--- config.mk ---
export PLATFORM = sky130hd
export DESIGN_NAME = queue_lock_manager
export DESIGN_NICKNAME = d
export VERILOG_FILES = /design/src/rtl/qlm_pkg.sv /design/src/rtl/qlm_link_ram.sv /design/src/rtl/qlm_lock_ctrl.sv /design/src/rtl/queue_lock_manager.sv
export SDC_FILE = /design/constraint.sdc
export NUM_CORES = 1
export LEC_CHECK = 0
export CORE_ASPECT_RATIO = 0.5
export CORE_MARGIN = 5
export CORE_UTILIZATION = 68
export DETAILED_ROUTE_END_ITERATION = 6
export DONT_BUFFER_PORTS = 1
export GPL_TIMING_DRIVEN = 0
export PLACE_DENSITY_LB_ADDON = 0.1
export SYNTH_ARGS = -nofsm -noshare
export SYNTH_HDL_FRONTEND = slang
export SYNTH_SLANG_ARGS = --single-unit
--- constraint.sdc ---
create_clock -name clock -period 7.3 [get_ports clock]
set_clock_uncertainty 0.15 [all_clocks]
set_input_delay 1.46 -clock clock [delete_from_list [all_inputs] [get_ports clock]]
set_output_delay 1.46 -clock clock [all_outputs]
set_load 0.02 [all_outputs]
--- src/rtl/qlm_pkg.sv ---
package qlm_pkg;

   // requester id width, fixed by the request format
   localparam int ID_W = 4;

   // default number of requesters
   localparam int REQUESTERS_DEFAULT = 16;

   // operation codes
   localparam logic CMD_ACQUIRE = 1'b0;
   localparam logic CMD_RELEASE = 1'b1;

   typedef logic [ID_W-1:0] id_type;

   // write command into the successor id memory
   typedef struct packed {
      logic   en;
      id_type addr;
      id_type data;
   } link_wr_type;

   // one response item
   typedef struct packed {
      logic   granted_now;
      logic   handoff_valid;
      id_type handoff_id;
      logic   error;
   } rsp_type;

endpackage

--- src/rtl/qlm_link_ram.sv ---
module qlm_link_ram #(
   parameter int DEPTH = qlm_pkg::REQUESTERS_DEFAULT
) (
   input  logic                 clock,
   input  qlm_pkg::link_wr_type wr,
   input  logic                 rd_en,
   input  qlm_pkg::id_type      rd_addr,
   output qlm_pkg::id_type      rd_data
);

   localparam int IdxW = (DEPTH > 1) ? $clog2(DEPTH) : 1;

   qlm_pkg::id_type link_mem [DEPTH];
   qlm_pkg::id_type rd_data_ff;

   // single write port, successor id of the given requester
   always_ff @(posedge clock) begin
      if (wr.en) begin
         link_mem[IdxW'(wr.addr)] <= wr.data;
      end
   end

   // registered read port, a write to the same entry at the same edge is passed through
   always_ff @(posedge clock) begin
      if (rd_en) begin
         if (wr.en && (wr.addr == rd_addr)) begin
            rd_data_ff <= wr.data;
         end else begin
            rd_data_ff <= link_mem[IdxW'(rd_addr)];
         end
      end
   end

   assign rd_data = rd_data_ff;

endmodule

--- src/rtl/qlm_lock_ctrl.sv ---
module qlm_lock_ctrl #(
   parameter int REQUESTERS = qlm_pkg::REQUESTERS_DEFAULT
) (
   input  logic                 clock,
   input  logic                 reset,
   input  logic                 go,
   input  logic                 cmd,
   input  qlm_pkg::id_type      requester,
   input  qlm_pkg::id_type      link_rd,
   output qlm_pkg::link_wr_type link_wr,
   output logic                 rsp_valid,
   output qlm_pkg::rsp_type     rsp
);

   localparam int IdxW = (REQUESTERS > 1) ? $clog2(REQUESTERS) : 1;

   logic                  holder_valid_ff, holder_valid_in;
   qlm_pkg::id_type       holder_id_ff, holder_id_in;
   logic                  tail_valid_ff, tail_valid_in;
   qlm_pkg::id_type       tail_id_ff, tail_id_in;
   logic [REQUESTERS-1:0] queued_ff, queued_in;
   logic [REQUESTERS-1:0] succ_valid_ff, succ_valid_in;
   logic                  rsp_valid_ff;
   qlm_pkg::rsp_type      rsp_ff, rsp_in;
   logic                  in_range;
   logic [IdxW-1:0]       req_idx;
   logic [IdxW-1:0]       tail_idx;

   assign in_range = (32'(requester) < REQUESTERS);
   assign req_idx  = IdxW'(requester);
   assign tail_idx = IdxW'(tail_id_ff);

   // decide the operation and the new queue state
   always_comb begin
      holder_valid_in = holder_valid_ff;
      holder_id_in    = holder_id_ff;
      tail_valid_in   = tail_valid_ff;
      tail_id_in      = tail_id_ff;
      queued_in       = queued_ff;
      succ_valid_in   = succ_valid_ff;
      link_wr         = '0;
      rsp_in          = '0;
      if (go) begin
         if (!in_range) begin
            rsp_in.error = 1'b1;
         end else if (cmd == qlm_pkg::CMD_ACQUIRE) begin
            if (queued_ff[req_idx]) begin
               rsp_in.error = 1'b1;
            end else begin
               queued_in[req_idx]     = 1'b1;
               succ_valid_in[req_idx] = 1'b0;
               if (tail_valid_ff) begin
                  // link behind the current tail and wait
                  succ_valid_in[tail_idx] = 1'b1;
                  link_wr.en   = 1'b1;
                  link_wr.addr = tail_id_ff;
                  link_wr.data = requester;
                  tail_id_in   = requester;
               end else begin
                  // queue empty: grant at once
                  tail_valid_in      = 1'b1;
                  tail_id_in         = requester;
                  holder_valid_in    = 1'b1;
                  holder_id_in       = requester;
                  rsp_in.granted_now = 1'b1;
               end
            end
         end else begin
            if (!holder_valid_ff || (holder_id_ff != requester)) begin
               rsp_in.error = 1'b1;
            end else begin
               queued_in[req_idx]     = 1'b0;
               succ_valid_in[req_idx] = 1'b0;
               if (succ_valid_ff[req_idx]) begin
                  // hand the lock to the successor
                  holder_id_in         = link_rd;
                  rsp_in.handoff_valid = 1'b1;
                  rsp_in.handoff_id    = link_rd;
               end else begin
                  // holder was the tail: queue becomes empty
                  holder_valid_in = 1'b0;
                  holder_id_in    = '0;
                  tail_valid_in   = 1'b0;
                  tail_id_in      = '0;
               end
            end
         end
      end
   end

   // queue state
   always_ff @(posedge clock) begin
      if (reset) begin
         holder_valid_ff <= 1'b0;
         holder_id_ff    <= '0;
         tail_valid_ff   <= 1'b0;
         tail_id_ff      <= '0;
         queued_ff       <= '0;
         succ_valid_ff   <= '0;
         rsp_valid_ff    <= 1'b0;
      end else begin
         holder_valid_ff <= holder_valid_in;
         holder_id_ff    <= holder_id_in;
         tail_valid_ff   <= tail_valid_in;
         tail_id_ff      <= tail_id_in;
         queued_ff       <= queued_in;
         succ_valid_ff   <= succ_valid_in;
         rsp_valid_ff    <= go;
      end
   end

   // response payload
   always_ff @(posedge clock) begin
      rsp_ff <= rsp_in;
   end

   assign rsp_valid = rsp_valid_ff;
   assign rsp       = rsp_ff;

endmodule

--- src/rtl/queue_lock_manager.sv ---
// queue_lock_manager: hardware fifo lock with a linked waiting queue
//
// request channel: raise start with req_cmd (acquire or release) and
// req_requester; the item is taken on a rising edge with start high and
// busy low. busy stays high for one cycle while the item is worked on.
// response channel: rsp_strobe is high for exactly one cycle, the cycle
// after the work cycle, with rsp_granted_now, rsp_handoff_valid,
// rsp_handoff_id and rsp_error. the receiver cannot stall the response.
// no new item is taken while busy is high: the successor id memory needs a
// read-modify-write (read as the item is taken, then decide and write in the
// work cycle); a write and a read of one entry at one edge are forwarded.
// a new item may be taken in the same cycle a response is shown.
// reset (synchronous) frees the lock, empties the queue and clears all
// queued and successor-valid flags; the successor id memory itself is not
// cleared, since an id is used only after it has been written. no clearing
// pass is needed, items are accepted in the first cycle after reset.
module queue_lock_manager #(
   parameter int REQUESTERS = qlm_pkg::REQUESTERS_DEFAULT
) (
   input  logic                 clock,
   input  logic                 reset,
   input  logic                 start,
   output logic                 busy,
   input  logic                 req_cmd,
   input  logic [qlm_pkg::ID_W-1:0] req_requester,
   output logic                 rsp_strobe,
   output logic                 rsp_granted_now,
   output logic                 rsp_handoff_valid,
   output logic [qlm_pkg::ID_W-1:0] rsp_handoff_id,
   output logic                 rsp_error
);

   logic                 busy_ff;
   logic                 cmd_ff;
   qlm_pkg::id_type      requester_ff;
   logic                 accept;
   qlm_pkg::link_wr_type link_wr;
   qlm_pkg::id_type      link_rd;
   qlm_pkg::rsp_type     rsp;

   assign accept = start && !busy_ff;

   // capture the item while its successor id is read
   always_ff @(posedge clock) begin
      if (reset) begin
         busy_ff <= 1'b0;
      end else begin
         busy_ff <= accept;
      end
   end

   always_ff @(posedge clock) begin
      if (accept) begin
         cmd_ff       <= req_cmd;
         requester_ff <= req_requester;
      end
   end

   qlm_link_ram #(
      .DEPTH(REQUESTERS)
   ) u_link_ram (
      .clock   (clock),
      .wr      (link_wr),
      .rd_en   (accept),
      .rd_addr (req_requester),
      .rd_data (link_rd)
   );

   qlm_lock_ctrl #(
      .REQUESTERS(REQUESTERS)
   ) u_lock_ctrl (
      .clock     (clock),
      .reset     (reset),
      .go        (busy_ff),
      .cmd       (cmd_ff),
      .requester (requester_ff),
      .link_rd   (link_rd),
      .link_wr   (link_wr),
      .rsp_valid (rsp_strobe),
      .rsp       (rsp)
   );

   assign busy              = busy_ff;
   assign rsp_granted_now   = rsp.granted_now;
   assign rsp_handoff_valid = rsp.handoff_valid;
   assign rsp_handoff_id    = rsp.handoff_id;
   assign rsp_error         = rsp.error;

   // each taken item is worked on for exactly one cycle, then answered
   assert property (@(posedge clock) disable iff (reset)
      busy_ff |=> (rsp_strobe && !busy_ff))
      else $error("item not answered one cycle after its work cycle");

   // a response only follows a work cycle
   assert property (@(posedge clock) disable iff (reset)
      rsp_strobe |-> $past(busy_ff))
      else $error("response without a taken item");

   // a rejected item carries no grant and no handoff
   assert property (@(posedge clock) disable iff (reset)
      (rsp_strobe && rsp_error) |->
         (!rsp_granted_now && !rsp_handoff_valid && (rsp_handoff_id == '0)))
      else $error("error response with grant or handoff");

   // the memory is written only during a work cycle
   assert property (@(posedge clock) disable iff (reset)
      link_wr.en |-> (busy_ff && (cmd_ff == qlm_pkg::CMD_ACQUIRE)))
      else $error("successor write outside an acquire");

endmodule

==> impl_metrics.ini <==
[timing]
slew_viol_final = 0
finalHoldViolations = 0
period_needed_ns = 3.334
slew_headroom = 0.3966
timing.fmax_mhz = 299.9
tightestPinTransition_ns = 0.9032
fin_setup_tns_ns = 0
min_period_over_period = 0.4567
finalSetupViolations = 0
rsz0062_at_grt = no

[global_route]
grt_pass1_vias = 3556
grt-ovfl-total = 0
grt_use_total = 0.2878
grt_antenna_before_repair = 0
grt_start_max_net_pins = 17
grt_pass1_wl_mm = 20.29

[floorplanning]
io_pins = 17
dieHeight_um = 72.12
core_um2 = 7405
fp.dieW_um = 134.2
num_rows = 22
start_util = 0.7087
die_area_um2 = 9680

[placed_design]
gp_congestion = 0.9225
place_area_um2 = 5368
port-buffer-count = 0
dp_hpwl_mm = 8.385

[clock_tree]
cts_resized = 0
clk_pin_slew_ns = 0.06
cts.sinks = 124
clock_latency_ns = 0.42
ctsRootBufferMaster = clkbuf_16
cts_hold_buf = 0
h-tree-depth = 4
clockBufferDepth = 2
cts_inserted_buffers = 17
cts_tree = done
cts_setup_buffers = 0

[logic_synthesis]
synth_edf_count = 73
synthArstFlopShare = 0
synth.area.top_cells = edfxtp_1 42%, dfxtp_1 19%, mux4_2 11%, mux2i_1 3.8%, nor2_1 2.4%
ys_types = 53
avgSynthCellArea_um2 = 13.52
ys_seq_area_frac = 0.6123
synth_nets = 396
synth_largest_area_cell = edfxtp_1
synth.cell_area_um2 = 5248
syn_inst = 388
synth_top_area_frac = 0.4177
ys_warn_count = 0
ys_ff_latch = 124
synth-main-ff-cell = edfxtp_1

[setup_path]
critPathKind = input pin to register
reg2reg_depth = 7
r2r_slack_ns = 4.04
cp_max_fo = 10
timing.rr.end = u_link_ram.link_mem[9][2]
crit_arrival_ns = 3.34
r2r_start = requester_ff[0]
startpoint_type = input pin
required_ns = 7.31
crit_path_end_kind = register

[flow_run]
max_cap_viol_count = 0

[hold_path]
hold_path.class = register to register
hold_depth = 2

[layout]
diodes = 0
final_area_um2 = 5942
syn2layout_area_growth_pct = 13.23
post_route_cells_drive_above_1_share = 0.1857
final_nets = 415

[outcome]
outcome = complete, but fails checks
violations = DRC

[routing]
firstDrtPassIters = 7
detail-route-antenna-nets = 0
wire_per_inst_um = 25.05
vias = 3598
route.detailed.drc = 17
detail_route.iter0.violations = 488
vias_per_cell = 6.973
wirelength_mm = 12.93

[power_and_ir_drop]
p_leak_nw = 2.010
p_per_area_nw_per_um2 = 276.7
peakVddDrop_mv = 0.3338
-- cell usage after synthesis, types with 7 or more instances --
cell type	count
clkbuf_1	12
a21oi_1	13
o32ai_1	10
nor2_1	34
nand2_1	28
mux2i_1	20
dfxtp_1	51
and3_1	9
inv_1	11
edfxtp_1	73
nand3_1	8
nor2b_1	12
mux4_2	25
and2_1	7
-- metrics by stage --
stage | worst slack (ns) | instances | total power, mW | hold slack (ns) | utilization
floorplan | 3.734 | 388 | 0.8157 | 0.2815 | -
global placement | 3.518 | 484 | 0.8310 | 0.2926 | 0.7249
detailed placement | 3.490 | 484 | 0.8336 | 0.3010 | 0.7249
CTS | 3.908 | 516 | 1.643 | 0.3138 | 0.8025
global route | 3.740 | 516 | 1.691 | 0.3364 | 0.8025
finish | 3.966 | 516 | 1.644 | 0.3154 | 0.8025
-- report_power, final --
part | total [mW] | switching [mW] | internal (mW)
registers | 0.750 | 0.00763 | 0.743
clock network | 0.821 | 0.319 | 0.501
logic | 0.0729 | 0.0467 | 0.0262
total | 1.64 | 0.374 | 1.27
-- critical path, stage by stage --
cell and delay, ns:
clkbuf_1 0.39, buf_2 0.42, mux4_2 0.57, mux4_2 0.50
-- cell usage in the layout, fill, tap and decap left out, drive strengths merged, types with 5 or more instances in the layout --
master | synthesis | final
edfxtp | 73 | 73
dfxtp | 51 | 51
nor2 | 35 | 35
clkbuf | 12 | 30
nand2 | 29 | 29
mux4 | 25 | 25
mux2i | 20 | 20
a21oi | 15 | 15
inv | 11 | 13
nor2b | 12 | 12
buf | 12 | 12
o32ai | 10 | 10
and3 | 9 | 9
nand3 | 9 | 9
clkinv | 2 | 8
and2 | 7 | 7
a211oi | 7 | 7
nand3b | 5 | 5
nor3 | 5 | 5
o2bb2ai | 5 | 5
-- area by class of cell --
class,count,area [µm²]
Tap cell,96,120.1
Inverter,13,48.80
Fill cell,379,1463
Multi-Input combinational cell,227,1874
Buffer,24,111.4
Clock buffer,18,429.2
Clock inverter,14,145.1
Sequential cell,124,3213
-- worst max-delay path by stage --
stage	startpoint	end	slack, ns	depth (start not counted)
finish	req_requester[0]	u_link_ram.rd_data[3]	3.97	4
CTS	req_requester[0]	u_link_ram.rd_data[3]	3.91	4
detailed placement	req_requester[0]	u_link_ram.rd_data[0]	3.49	4
global placement	req_requester[0]	u_link_ram.rd_data[3]	3.52	4
global route	req_requester[0]	u_link_ram.rd_data[3]	3.74	4
floorplan	req_requester[0]	u_link_ram.rd_data[0]	3.73	4
-- layer usage --
metal	wire [µm]	vias to the layer above	track usage
met2	6171	268	0.4577
met1	4934	1772	0.3702
met3	1515	39	0.1150
met4	306	0	0.09142
li1	-	1519	-
met5	0	-	0
-- cells by family (layout without fill, tap and decap cells) --
| family | Yosys count | after routing | share of synthesized area |
|---|---|---|---|
| xor+xnor | 4 | 4 | 0.006676 |
| flops | 124 | 124 | 0.6123 |
| buf+inv | 37 | 69 | 0.03052 |
| compound gates | 56 | 56 | 0.08608 |
| mux | 45 | 45 | 0.1454 |
| simple gates | 122 | 122 | 0.1190 |
Power figures use the tool's default switching activity.
